## config.mk

```make
export PLATFORM = sky130hd
export DESIGN_NAME = command_line_tokenizer_top
export DESIGN_NICKNAME = d
export VERILOG_FILES = /design/src/design/clt_pkg.sv /design/src/design/clt_front.sv /design/src/design/clt_queue.sv /design/src/design/clt_back.sv /design/src/design/command_line_tokenizer_top.sv
export SDC_FILE = /design/constraint.sdc
export NUM_CORES = 1
export LEC_CHECK = 0
export BUFFER_PORTS_ARGS = -buffer_cell sky130_fd_sc_hd__buf_2
export CORE_MARGIN = 2
export CORE_UTILIZATION = 63
export DETAILED_ROUTE_END_ITERATION = 7
export PLACE_DENSITY = 0.8
export SLEW_MARGIN = 10
export SYNTH_ARGS = -nofsm -noshare
export SYNTH_HDL_FRONTEND = slang
export SYNTH_SLANG_ARGS = --single-unit
export TNS_END_PERCENT = 50
```

## constraint.sdc

```tcl
create_clock -name clk_i -period 16.1 [get_ports clk_i]
set_input_delay 0.805 -clock clk_i [delete_from_list [all_inputs] [get_ports clk_i]]
set_output_delay 0.805 -clock clk_i [all_outputs]
set_load 0.01 [all_outputs]
```

## src/design/clt_pkg.sv

```systemverilog
// Shared types and constants for the command line tokenizer.
// Holds the result and bundle formats passed from the lexer front end to the output side.
// No dependencies.
package clt_pkg;

  localparam int unsigned MaxResults = 5;
  localparam int unsigned CountW     = 3;

  typedef enum logic [2:0] {
    KIND_QUOTE   = 3'd0,
    KIND_NUMBER  = 3'd1,
    KIND_OP      = 3'd2,
    KIND_BRACKET = 3'd3,
    KIND_WORD    = 3'd4
  } kind_e;

  typedef struct packed {
    logic [7:0] ch;
    logic       valid;
    logic       tend;
    kind_e      kind;
    logic       cmd_end;
  } result_t;

  // All results that one character causes, in order, with their number.
  typedef struct packed {
    result_t [MaxResults-1:0] res;
    logic [CountW-1:0]        count;
  } bundle_t;

endpackage

```

## src/design/clt_front.sv

```systemverilog
// Lexer front end of the command line tokenizer: accepts characters, keeps the lexer
// state and turns each character into a bundle of up to five results.
// Depends on clt_pkg.
module clt_front (
  input  logic             clk_i,
  input  logic             rst_ni,
  input  logic             in_valid_i,
  output logic             in_ready_o,
  input  logic [7:0]       char_in_i,
  input  logic             last_char_i,
  input  logic             queue_full_i,
  output logic             push_o,
  output clt_pkg::bundle_t bundle_o
);
  import clt_pkg::*;

  typedef enum logic [2:0] {
    M_IDLE  = 3'd0,
    M_QUOTE = 3'd1,
    M_QESC  = 3'd2,
    M_NUM   = 3'd3,
    M_WORD  = 3'd4,
    M_OPH   = 3'd5,
    M_DOTH  = 3'd6
  } mode_e;

  localparam logic [7:0] ChQuote  = 8'd34;
  localparam logic [7:0] ChBslash = 8'd92;
  localparam logic [7:0] ChDot    = 8'd46;
  localparam logic [7:0] ChEq     = 8'd61;
  localparam logic [7:0] ChBang   = 8'd33;
  localparam logic [7:0] ChLt     = 8'd60;
  localparam logic [7:0] ChGt     = 8'd62;
  localparam logic [7:0] ChStar   = 8'd42;

  mode_e      mode_q, mode_d;
  logic [7:0] held_q, held_d;
  logic       dot_q, dot_d;
  logic       drop_q, drop_d;
  logic       start;
  logic       pair;
  logic       accept;
  logic [7:0] c;
  logic [7:0] esc_ch;
  bundle_t    b;

  function automatic logic is_digit(logic [7:0] x);
    return x >= 8'd48 && x <= 8'd57;
  endfunction

  function automatic logic is_alpha(logic [7:0] x);
    return (x >= 8'd65 && x <= 8'd90) || (x >= 8'd97 && x <= 8'd122);
  endfunction

  function automatic logic is_wsym(logic [7:0] x);
    return x == 8'd92 || x == 8'd47 || x == 8'd46 || x == 8'd91 || x == 8'd93;
  endfunction

  function automatic logic is_op(logic [7:0] x);
    return x == 8'd61 || x == 8'd33 || x == 8'd60 || x == 8'd62 ||
           x == 8'd43 || x == 8'd45 || x == 8'd42 || x == 8'd47;
  endfunction

  function automatic logic is_bracket(logic [7:0] x);
    return x == 8'd40 || x == 8'd41 || x == 8'd123 || x == 8'd125;
  endfunction

  function automatic logic [7:0] unescape(logic [7:0] x);
    logic [7:0] r;
    unique case (x)
      8'd110:  r = 8'd10;
      8'd116:  r = 8'd9;
      8'd114:  r = 8'd13;
      8'd48:   r = 8'd0;
      default: r = x;
    endcase
    return r;
  endfunction

  // Appends one result; anything past the fifth is dropped.
  function automatic bundle_t put(bundle_t bi, logic [7:0] ch, logic v, logic e, kind_e k);
    bundle_t bo;
    bo = bi;
    if (bi.count < CountW'(MaxResults)) begin
      bo.res[bi.count] = '{ch: ch, valid: v, tend: e, kind: k, cmd_end: 1'b0};
      bo.count = bi.count + CountW'(1);
    end
    return bo;
  endfunction

  assign c      = char_in_i;
  assign esc_ch = unescape(char_in_i);
  assign pair   = (c == ChEq && (held_q == ChEq || held_q == ChBang ||
                                 held_q == ChLt || held_q == ChGt)) ||
                  (c == ChStar && held_q == ChStar);

  always_comb begin
    b      = '0;
    mode_d = mode_q;
    held_d = held_q;
    dot_d  = dot_q;
    drop_d = drop_q;
    start  = 1'b0;

    unique case (mode_q)
      M_QUOTE: begin
        if (c == ChQuote) begin
          b      = put(b, 8'd0, 1'b0, 1'b1, KIND_QUOTE);
          mode_d = M_IDLE;
        end else if (c == ChBslash && !last_char_i) begin
          mode_d = M_QESC;
        end else if (!drop_q) begin
          if (c == 8'd0) drop_d = 1'b1;
          else b = put(b, c, 1'b1, 1'b0, KIND_QUOTE);
        end
      end
      M_QESC: begin
        if (!drop_q) begin
          if (esc_ch == 8'd0) drop_d = 1'b1;
          else b = put(b, esc_ch, 1'b1, 1'b0, KIND_QUOTE);
        end
        mode_d = M_QUOTE;
      end
      M_NUM: begin
        if (is_digit(c)) begin
          b = put(b, c, 1'b1, 1'b0, KIND_NUMBER);
        end else if (c == ChDot && !dot_q) begin
          b     = put(b, c, 1'b1, 1'b0, KIND_NUMBER);
          dot_d = 1'b1;
        end else begin
          b     = put(b, 8'd0, 1'b0, 1'b1, KIND_NUMBER);
          start = 1'b1;
        end
      end
      M_WORD: begin
        if (is_alpha(c) || is_digit(c) || is_wsym(c)) begin
          b = put(b, c, 1'b1, 1'b0, KIND_WORD);
        end else begin
          b     = put(b, 8'd0, 1'b0, 1'b1, KIND_WORD);
          start = 1'b1;
        end
      end
      M_OPH: begin
        b      = put(b, held_q, 1'b1, 1'b0, KIND_OP);
        mode_d = M_IDLE;
        if (pair) begin
          b = put(b, c, 1'b1, 1'b0, KIND_OP);
          b = put(b, 8'd0, 1'b0, 1'b1, KIND_OP);
        end else begin
          b     = put(b, 8'd0, 1'b0, 1'b1, KIND_OP);
          start = 1'b1;
        end
      end
      M_DOTH: begin
        if (is_digit(c)) begin
          b      = put(b, ChDot, 1'b1, 1'b0, KIND_NUMBER);
          b      = put(b, c, 1'b1, 1'b0, KIND_NUMBER);
          dot_d  = 1'b1;
          mode_d = M_NUM;
        end else begin
          b = put(b, ChDot, 1'b1, 1'b0, KIND_WORD);
          if (is_alpha(c) || is_digit(c) || is_wsym(c)) begin
            b      = put(b, c, 1'b1, 1'b0, KIND_WORD);
            mode_d = M_WORD;
          end else begin
            b     = put(b, 8'd0, 1'b0, 1'b1, KIND_WORD);
            start = 1'b1;
          end
        end
      end
      default: start = 1'b1;
    endcase

    // A character that arrives with no token open, or that ends the open token.
    if (start) begin
      mode_d = M_IDLE;
      priority if (c == ChQuote) begin
        mode_d = M_QUOTE;
        drop_d = 1'b0;
      end else if (is_digit(c)) begin
        b      = put(b, c, 1'b1, 1'b0, KIND_NUMBER);
        dot_d  = 1'b0;
        mode_d = M_NUM;
      end else if (c == ChDot) begin
        held_d = c;
        mode_d = M_DOTH;
      end else if (is_op(c)) begin
        if (c == ChEq || c == ChBang || c == ChLt || c == ChGt || c == ChStar) begin
          held_d = c;
          mode_d = M_OPH;
        end else begin
          b = put(b, c, 1'b1, 1'b0, KIND_OP);
          b = put(b, 8'd0, 1'b0, 1'b1, KIND_OP);
        end
      end else if (is_bracket(c)) begin
        b = put(b, c, 1'b1, 1'b0, KIND_BRACKET);
        b = put(b, 8'd0, 1'b0, 1'b1, KIND_BRACKET);
      end else if (is_alpha(c) || is_wsym(c)) begin
        b      = put(b, c, 1'b1, 1'b0, KIND_WORD);
        mode_d = M_WORD;
      end
    end

    // The command end flushes held characters and closes the open token.
    if (last_char_i) begin
      unique case (mode_d)
        M_QUOTE, M_QESC: b = put(b, 8'd0, 1'b0, 1'b1, KIND_QUOTE);
        M_NUM:           b = put(b, 8'd0, 1'b0, 1'b1, KIND_NUMBER);
        M_WORD:          b = put(b, 8'd0, 1'b0, 1'b1, KIND_WORD);
        M_OPH: begin
          b = put(b, held_d, 1'b1, 1'b0, KIND_OP);
          b = put(b, 8'd0, 1'b0, 1'b1, KIND_OP);
        end
        M_DOTH: begin
          b = put(b, ChDot, 1'b1, 1'b0, KIND_WORD);
          b = put(b, 8'd0, 1'b0, 1'b1, KIND_WORD);
        end
        default: ;
      endcase
      if (b.count == '0) b = put(b, 8'd0, 1'b0, 1'b0, KIND_QUOTE);
      b.res[b.count - CountW'(1)].cmd_end = 1'b1;
      mode_d = M_IDLE;
      held_d = '0;
      dot_d  = 1'b0;
      drop_d = 1'b0;
    end
  end

  assign in_ready_o = !queue_full_i;
  assign accept     = in_valid_i && !queue_full_i;
  assign push_o     = accept && (b.count != '0);
  assign bundle_o   = b;

  always_ff @(posedge clk_i or negedge rst_ni) begin
    if (!rst_ni) begin
      mode_q <= M_IDLE;
      held_q <= '0;
      dot_q  <= 1'b0;
      drop_q <= 1'b0;
    end else if (accept) begin
      mode_q <= mode_d;
      held_q <= held_d;
      dot_q  <= dot_d;
      drop_q <= drop_d;
    end
  end

  a_push_count: assert property (@(posedge clk_i) disable iff (!rst_ni)
    push_o |-> (b.count != '0 && b.count <= CountW'(MaxResults)))
    else $error("bundle pushed with a bad result count");

  a_last_marks_end: assert property (@(posedge clk_i) disable iff (!rst_ni)
    (accept && last_char_i) |-> (push_o && b.res[b.count - CountW'(1)].cmd_end))
    else $error("final character did not produce a command end");

  a_last_resets: assert property (@(posedge clk_i) disable iff (!rst_ni)
    (accept && last_char_i) |=> (mode_q == M_IDLE && !dot_q && !drop_q))
    else $error("lexer state not cleared after command end");

endmodule

```

## src/design/clt_queue.sv

```systemverilog
// Bundle queue between the lexer front end and the output side of the tokenizer.
// A small register queue; depends on clt_pkg.
module clt_queue #(
  parameter int unsigned Depth = 2
) (
  input  logic             clk_i,
  input  logic             rst_ni,
  input  logic             push_i,
  input  clt_pkg::bundle_t wdata_i,
  input  logic             pop_i,
  output clt_pkg::bundle_t rdata_o,
  output logic             full_o,
  output logic             empty_o
);
  import clt_pkg::*;

  localparam int unsigned PtrW = $clog2(Depth);
  localparam int unsigned CntW = $clog2(Depth + 1);

  bundle_t           mem_q [Depth];
  logic [PtrW-1:0]   wptr_q, rptr_q;
  logic [CntW-1:0]   cnt_q;

  function automatic logic [PtrW-1:0] next_ptr(logic [PtrW-1:0] p);
    return (p == PtrW'(Depth - 1)) ? '0 : p + PtrW'(1);
  endfunction

  assign full_o  = (cnt_q == CntW'(Depth));
  assign empty_o = (cnt_q == '0);
  assign rdata_o = mem_q[rptr_q];

  always_ff @(posedge clk_i or negedge rst_ni) begin
    if (!rst_ni) begin
      wptr_q <= '0;
      rptr_q <= '0;
      cnt_q  <= '0;
    end else begin
      if (push_i) wptr_q <= next_ptr(wptr_q);
      if (pop_i)  rptr_q <= next_ptr(rptr_q);
      if (push_i && !pop_i)      cnt_q <= cnt_q + CntW'(1);
      else if (pop_i && !push_i) cnt_q <= cnt_q - CntW'(1);
    end
  end

  always_ff @(posedge clk_i) begin
    if (push_i) mem_q[wptr_q] <= wdata_i;
  end

  a_no_overflow: assert property (@(posedge clk_i) disable iff (!rst_ni)
    !(push_i && full_o && !pop_i) && !(pop_i && empty_o))
    else $error("queue pushed while full or popped while empty");

endmodule

```

## src/design/clt_back.sv

```systemverilog
// Output side of the tokenizer: walks the results of the head bundle one per cycle, while
// the receiver is ready, into a registered output stage. Depends on clt_pkg.
module clt_back (
  input  logic             clk_i,
  input  logic             rst_ni,
  input  clt_pkg::bundle_t head_i,
  input  logic             empty_i,
  output logic             pop_o,
  output logic             out_valid_o,
  input  logic             out_ready_i,
  output clt_pkg::result_t out_o
);
  import clt_pkg::*;

  logic [CountW-1:0] idx_q;
  logic              valid_q;
  result_t           out_q;
  logic              load;
  logic              take;
  logic              last_slot;

  assign load      = !valid_q || out_ready_i;
  assign take      = load && !empty_i;
  assign last_slot = (idx_q == head_i.count - CountW'(1));
  assign pop_o     = take && last_slot;

  always_ff @(posedge clk_i or negedge rst_ni) begin
    if (!rst_ni) begin
      idx_q   <= '0;
      valid_q <= 1'b0;
    end else begin
      if (take) begin
        valid_q <= 1'b1;
        idx_q   <= last_slot ? '0 : idx_q + CountW'(1);
      end else if (out_ready_i) begin
        valid_q <= 1'b0;
      end
    end
  end

  always_ff @(posedge clk_i) begin
    if (take) out_q <= head_i.res[idx_q];
  end

  assign out_valid_o = valid_q;
  assign out_o       = out_q;

  a_idx_in_range: assert property (@(posedge clk_i) disable iff (!rst_ni)
    !empty_i |-> (idx_q < head_i.count))
    else $error("result index beyond the head bundle");

  a_char_or_end: assert property (@(posedge clk_i) disable iff (!rst_ni)
    (valid_q && out_q.valid) |-> !out_q.tend)
    else $error("result carries both a character and a token end");

endmodule

```

## src/design/command_line_tokenizer_top.sv

```systemverilog
// Top level of the command line tokenizer.
// Instantiates clt_front, clt_queue and clt_back; depends on clt_pkg.
//
// One character is accepted per cycle while the bundle queue has room. Each character
// yields zero to five result words, and the output side sends one word per cycle while
// the receiver is ready; the queue lets input and output overlap. The output rate is set
// by the single-word output register. The first result of an accepted character passes
// through the queue register and then the output register. A command ends with the word
// that has command_end set; the lexer is back in its reset state for the next character.
module command_line_tokenizer_top #(
  parameter int unsigned QueueDepth = 2
) (
  input  logic       clk_i,
  input  logic       rst_ni,
  input  logic       in_valid_i,
  output logic       in_ready_o,
  input  logic [7:0] char_in_i,
  input  logic       last_char_i,
  output logic       out_valid_o,
  input  logic       out_ready_i,
  output logic [7:0] out_char_o,
  output logic       char_valid_o,
  output logic       token_end_o,
  output logic [2:0] token_kind_o,
  output logic       command_end_o
);
  import clt_pkg::*;

  bundle_t push_bundle;
  bundle_t head_bundle;
  logic    push;
  logic    pop;
  logic    full;
  logic    empty;
  result_t res;

  clt_front u_front (
    .clk_i        (clk_i),
    .rst_ni       (rst_ni),
    .in_valid_i   (in_valid_i),
    .in_ready_o   (in_ready_o),
    .char_in_i    (char_in_i),
    .last_char_i  (last_char_i),
    .queue_full_i (full),
    .push_o       (push),
    .bundle_o     (push_bundle)
  );

  clt_queue #(
    .Depth (QueueDepth)
  ) u_queue (
    .clk_i   (clk_i),
    .rst_ni  (rst_ni),
    .push_i  (push),
    .wdata_i (push_bundle),
    .pop_i   (pop),
    .rdata_o (head_bundle),
    .full_o  (full),
    .empty_o (empty)
  );

  clt_back u_back (
    .clk_i       (clk_i),
    .rst_ni      (rst_ni),
    .head_i      (head_bundle),
    .empty_i     (empty),
    .pop_o       (pop),
    .out_valid_o (out_valid_o),
    .out_ready_i (out_ready_i),
    .out_o       (res)
  );

  assign out_char_o    = res.ch;
  assign char_valid_o  = res.valid;
  assign token_end_o   = res.tend;
  assign token_kind_o  = res.kind;
  assign command_end_o = res.cmd_end;

endmodule

```

# After elaboration in Yosys (flattened, before gate mapping)
# Memory sizes are Yosys's and may differ from the RTL's.
# Index checks and enable logic that the tools add are counted.
[totals]
register_bits = 35
ramBits = 146
elab_cells = 374
mem_count = 1
[memory_table]
columns = ["memory", "depth", "word_bits", "rd", "rd_ports_with_merged_regs", "wr", "line_no", "source"]
rows = [
  ["u_queue.mem_q", 2, 73, 1, 0, 1, "clt_queue.sv:20", "bundle_t mem_q [Depth];"],
]
[classes]
n_addsub = 18
magnitude_cmp = 42
eq_ne = 40
muxes = 159
bitwise_logic = 35
n_reduce_logical = 65
[op_table]
columns = ["operator", "n"]
rows = [
  ["two-way mux 73 bit", 58],
  ["bitwise mux 70 bit", 9],
  ["demux 14 bit (select 3 bit)", 12],
  ["inverter 60 bit", 8],
  ["case mux 73 bit (6 select lines)", 1],
  ["case mux 73 bit (5 select lines)", 1],
  ["bitwise AND 60 bit", 6],
  ["two-way mux 14 bit", 12],
  ["two-way mux 17 bit", 9],
  ["equality test 8 x 6 -> 1 bit, second input constant", 18],
  ["bitwise AND 12 x 60 -> 60 bit", 2],
  ["bitwise AND 70 bit", 1],
  ["inverter 70 bit", 1],
  ["bitwise AND 65 bit", 1],
  ["inverter 65 bit", 1],
  ["equality test 8 x 7 -> 1 bit, second input constant", 8],
  ["OR 10 bit", 6],
  ["two-way mux 8 bit", 7],
  ["bitwise AND 55 bit", 1],
  ["inverter 55 bit", 1],
  ["< comparator 3 x 4 -> 1 bit, second input constant", 13],
  ["binary-select mux 14 bit (select 3 bit)", 1],
  ["two-way mux 3 bit", 14],
  ["bitwise AND 40 bit", 1],
  ["other kinds (36)", 167],
]

# Longest topological paths before layout
[logic_depth]
depth_word = 84
mapped_depth = 32
depth_no_buf = 29

# Hierarchy
# Synthesis repeated with hierarchy kept, for this count alone.
[unflattened]
hier_cells = 1174
hier_area_um2 = 12284.3
[by_module_without_submodules]
columns = ["mod", "instances", "cells_each", "area_per_inst_um2", "seq_area_each_um2"]
rows = [
  ["clt_queue", 1, 243, 5701.7, 4484.3],
  ["clt_front", 1, 827, 5282.6, 325.3],
  ["clt_back", 1, 104, 1300.0, 520.5],
]

# Worst setup path before layout
# No wires, ideal clock.
[synth_timing]
path_type = "input-to-reg"
start = "input port char_in_i[2]"
end = "memory u_queue.mem_q[0][0] (netlist name) (enable)"
setup_ns = 0.684
arrival_ns = 12.930
t_required_ns = 15.416
setup_slack_ns = 2.486
stages = 27
path_cell_list = "buf_2 or4_4 nor2_1 nor4_1 or4_1 o21ba_1 buf_4 ha_1 inv_1 a221o_1 a31oi_1 o22ai_2 inv_2 ha_1 inv_1 a31o_1 o21ai_0 ha_1 or2_2 a31o_2 a31o_4 inv_2 ha_1 nand2_1 nand3_1 nor4_2 nor4_1"
[synth_via]
elab_chain_len = 42
elab_cells_between_ends = 156
[synth_rtl]
columns = ["item", "line_no", "source"]
rows = [
  ["from (decl)", "command_line_tokenizer_top.sv:17", "input logic [7:0] char_in_i,"],
  ["branches (longest 37 deep; another with greater-or-equal comparator 8 x 7 -> 1 bit)", "n/a", ""],
  ["two-way mux 73 bit (*)", "clt_front.sv:205", "if (last_char_i) begin"],
  ["nonzero test 3 bit (*)", "clt_front.sv:231", "assign push_o = accept && (b.count != '0);"],
  ["logical AND 1 bit (*)", "clt_front.sv:231", ""],
  ["two-way mux 1 bit (*)", "clt_queue.sv:46", "if (push_i) mem_q[wptr_q] <= wdata_i;"],
  ["two-way mux 1 bit (not written as such) (*)", "clt_queue.sv:46", ""],
  ["to (decl)", "clt_queue.sv:20", ""],
]
# Mark *: on every way between the ends. The select of a mux whose other input is x is not followed.

# Worst setup path after layout
[layout_timing]
start = "input port char_in_i[2]"
end = "memory u_queue.mem_q[1][13] (netlist name) (enable)"
[layout_via]
elab_chain_len = 42
elab_cells_between_ends = 156
[layout_rtl]
columns = ["item", "line_no", "source"]
rows = [
  ["branches (longest 37 deep; another with greater-or-equal comparator 8 x 7 -> 1 bit)", "n/a", ""],
  ["two-way mux 73 bit (*)", "clt_front.sv:205", ""],
  ["nonzero test 3 bit (*)", "clt_front.sv:231", ""],
  ["logical AND 1 bit (*)", "clt_front.sv:231", ""],
  ["net push", "command_line_tokenizer_top.sv:31", "logic push;"],
  ["two-way mux 1 bit (*)", "clt_queue.sv:46", ""],
  ["two-way mux 1 bit (not written as such) (*)", "clt_queue.sv:46", ""],
]
# Mark *: on every way through the listed nets, which the timed path passes. The select of a mux whose other input is x is not followed.

==> impl_results.md <==
* Slew Limit Fails at 0
* Inserted Clock Buffers at 17
* Post-synth ARST share at 11.6%
* R2R Path End: u_queue.mem_q[1][13]
* Fillers at 1150
* HPWL after DPL at 23300 µm
* Most used DFF post-synth: edfxtp_1
* CP Capture Type: flop
* Grt total ovfl at 0
* Post-route ant nets at 0
* CTS root buffer: clkbuf_16
* Std cell rows at 47
* EDFF count, synth at 160
* Overall routing resource usage at 38.6%
* Placed insts at 1223
* Port buffer count at 28
* Area of the multi-input gates at 5190 µm²
* Setup TNS at 0 ns
* Commonest non-fill, non-tap cell in the layout: edfxtp_1
* Post-Synthesis Cell Area at 10800 µm²
* Initial Util at 64.8%
* Area grow syn2layout at 8.56%
* Drt initial violations at 1344
* Final Critical Period at 8.06 ns
* Reg2reg setup slack at 8.26 ns
* Die area at 18200 µm²
* Worst path most repeated cell: ha_1
* Tot Pwr at 0.00280 W
* Placement Cell Area at 11100 µm²
* Critical-path top delay cell: and2_4
* Gpl congestion at 1.03
* Core area at 16600 µm²
* Fmax at 124 MHz
* Beginning of the critical path: char_in_i[2]
* Slew @ Worst Pin at 1.15 ns
* Initial antenna violation count at 0
* Leak Pwr at 4.15 nW
* Cts repair resizes at 0
* Post-Route Utilization at 70.3%
* Clock sink total at 181
* Worst min path class: in -> async
* CTS tree: done
* FF+latch area at 5330 µm²
* Max VDD drop at 0.000153 V
* WP depth at 27
* MaxCap Viol Count at 0
* IO Pins at 29
* Avg Vias per Cell at 7.36
* Diodes inserted at 0
* Unrepaired setup endpoints after global routing: false
* Tcrit/Tclk final at 50.1%
* First-pass GRT wire length at 52000 µm
* Worst-path fanout max at 73
* Relative slew slack at 22.7%
* Final setup viols at 0
* Final WL at 34000 µm
* YS warnings at 0
* WP data arrival at 8.11 ns
* Crit-path max cell delay at 0.86 ns
* Met3 Routed Length at 3860 µm
* Syn avg cell area at 10.8 µm²
* R2R Path Start: u_front.mode_q[0]
* Setup Crit Path Kind: in -> reg
* Drt first pass iters at 7
* Cts hold-fix bufs at 0
* Reg2Reg Depth at 26
* Worst Path Required at 16.15 ns
* Finished Cell Area at 11700 µm²
* Yosys cell types at 105
* Clock latency on the worst-skew pair at 0.44 ns
* Final-report hold violation count at 0
* Clock-pin slew on the worst setup and hold paths at 0.08 ns
* Seq cells post-synth at 181
* Layout cells sized above 1 at 15.5%
* Sequential area share after synthesis at 49.4%
* Worst Setup EP: u_queue.mem_q[1][13]
* Synthesized instance count at 999
* Pin count of the biggest net entering global routing at 74
* Family with the most delay on the worst path: simple AND/OR/NAND/NOR gates
* Top Metal Used: met4
* Power Density at 239 nW/µm²
* Non-Filler Instances at 1255
* Number of remaining DRC errors at 0
* Status: finished clean
* Nets at 1049
* Most frequent cells in the layout: 160 x edfxtp_1, 112 x nand2_1, 91 x a21oi_1
* Die Width at 135 µm
* Post-DR wirelength/cell at 27.1 µm
* Vias in the first global route at 8719
* Metal-1 WL at 12100 µm
* H-tree levels at 4
* CP Launch Type: input pin
* Clk buf depth at 2
* Clock Skew at 0.0135 ns
* Via Count at 9243
* Post-CTS Setup Bufs at 0
* Met2 wire len at 16100 µm
* Die span in y at 135 µm
* Worst path bufs/invs at 5
==> power breakdown <==
part,switching (W),internal (W)
Sequential,0.0000842,0.000780
Combinational,0.00102,0.000504
Clock,0.000192,0.000222
Total,0.00130,0.00151
==> cell families after synthesis <==
| logic type | after synthesis | share of synthesized area [%] |
|---|---|---|
| compound gates | 328 | 20.6 |
| other cells | 1 | 0.0348 |
| flops | 181 | 49.4 |
| buf+inv | 82 | 3.30 |
| simple gates | 332 | 16.1 |
| mux | 46 | 7.69 |
| xor+xnor | 15 | 1.29 |
| fa+ha+maj | 14 | 1.62 |
==> metrics by stage <==
stage	setup slack, ns	hold WS (ns)
4_1_cts	8.17	0.399
5_1_grt	7.55	0.412
2_1_floorplan	2.49	0.455
3_5_place_dp	7.70	0.489
6_report	8.04	0.384
3_3_place_gp	7.97	0.471
==> flip-flops by register name, summed over array words and instances (netlist names), 2 cells and up <==
name and flops:
u_front.held_q 8, u_queue.cnt_q 2, u_back.out_o 14, u_queue.mem_q 146, u_front.mode_q 3, u_back.idx_q 3
==> final cells by class <==
cell class,count,share of cell area (%)
well taps,220,2.35
clock buffers,19,3.78
multi-input cells,759,44.4
inverters,22,0.748
flip-flops and latches,181,45.5
repair buffers,41,2.03
clock inverters,13,1.19
==> cell usage after synthesis (5+ instances only) <==
master,n,area [µm²]
edfxtp_1,160,4800
nand2_1,112,420
a21oi_1,91,455
nor2_1,71,267
o21ai_0,62,310
clkbuf_1,35,131
mux4_2,28,631
dfrtp_1,21,526
nand3_1,21,105
a221oi_1,18,158
nor3_1,18,90.1
and2_1,15,93.8
inv_1,15,56.3
mux2_2,15,169
a22oi_1,14,105
ha_1,14,175
nand2b_1,14,87.6
buf_2,13,65.1
a31oi_1,12,75.1
o22ai_1,12,75.1
a211oi_1,10,75.1
a32oi_1,9,78.8
nor2b_1,9,56.3
xor2_1,9,78.8
a21o_1,8,60.1
and3_1,8,50.1
buf_1,8,30.0
nand4_1,8,50.1
o21a_1,8,60.1
o21ai_1,8,40.0
or3_1,7,43.8
a22o_1,6,52.6
nor4_1,6,37.5
o211ai_1,6,45.0
o31ai_1,6,45.0
a2bb2oi_1,5,43.8
xnor2_1,5,43.8
==> routing by layer <==
layer | vias to the layer above | track usage (%)
li1 | 3918 | -
met1 | 4375 | 50.2
met2 | 786 | 62.0
met3 | 164 | 7.88
met4 | 0 | 19.1
met5 | - | 0
==> worst min-delay path by stage <==
| stage | startpoint | to | slack [ns] | cells past startpoint |
|---|---|---|---|---|
| after floorplan | u_queue.wptr_q | u_queue.wptr_q | 0.46 | 1 |
| after global placement | u_back.out_valid_o | u_back.out_valid_o | 0.47 | 2 |
| after detailed placement | u_back.out_valid_o | u_back.out_valid_o | 0.49 | 2 |
| after CTS | rst_ni | u_front.held_q[6] | 0.40 | 1 |
| after global routing | rst_ni | u_back.out_valid_o | 0.41 | 1 |
| final | rst_ni | u_front.mode_q[2] | 0.38 | 1 |
==> worst reg2reg max path: cells and delay by family (launching register included) <==
| kind | cells | cell delay [ns] |
|---|---|---|
| AND/OR/NAND/NOR | 10 | 2.91 |
| AO/OA/AOI/OAI | 8 | 2.07 |
| adder cells (fa/ha/maj) | 4 | 1.15 |
| flip-flops | 1 | 0.76 |
| buffers and inverters | 4 | 0.52 |
No activity file was read; power rests on OpenSTA's default activity.
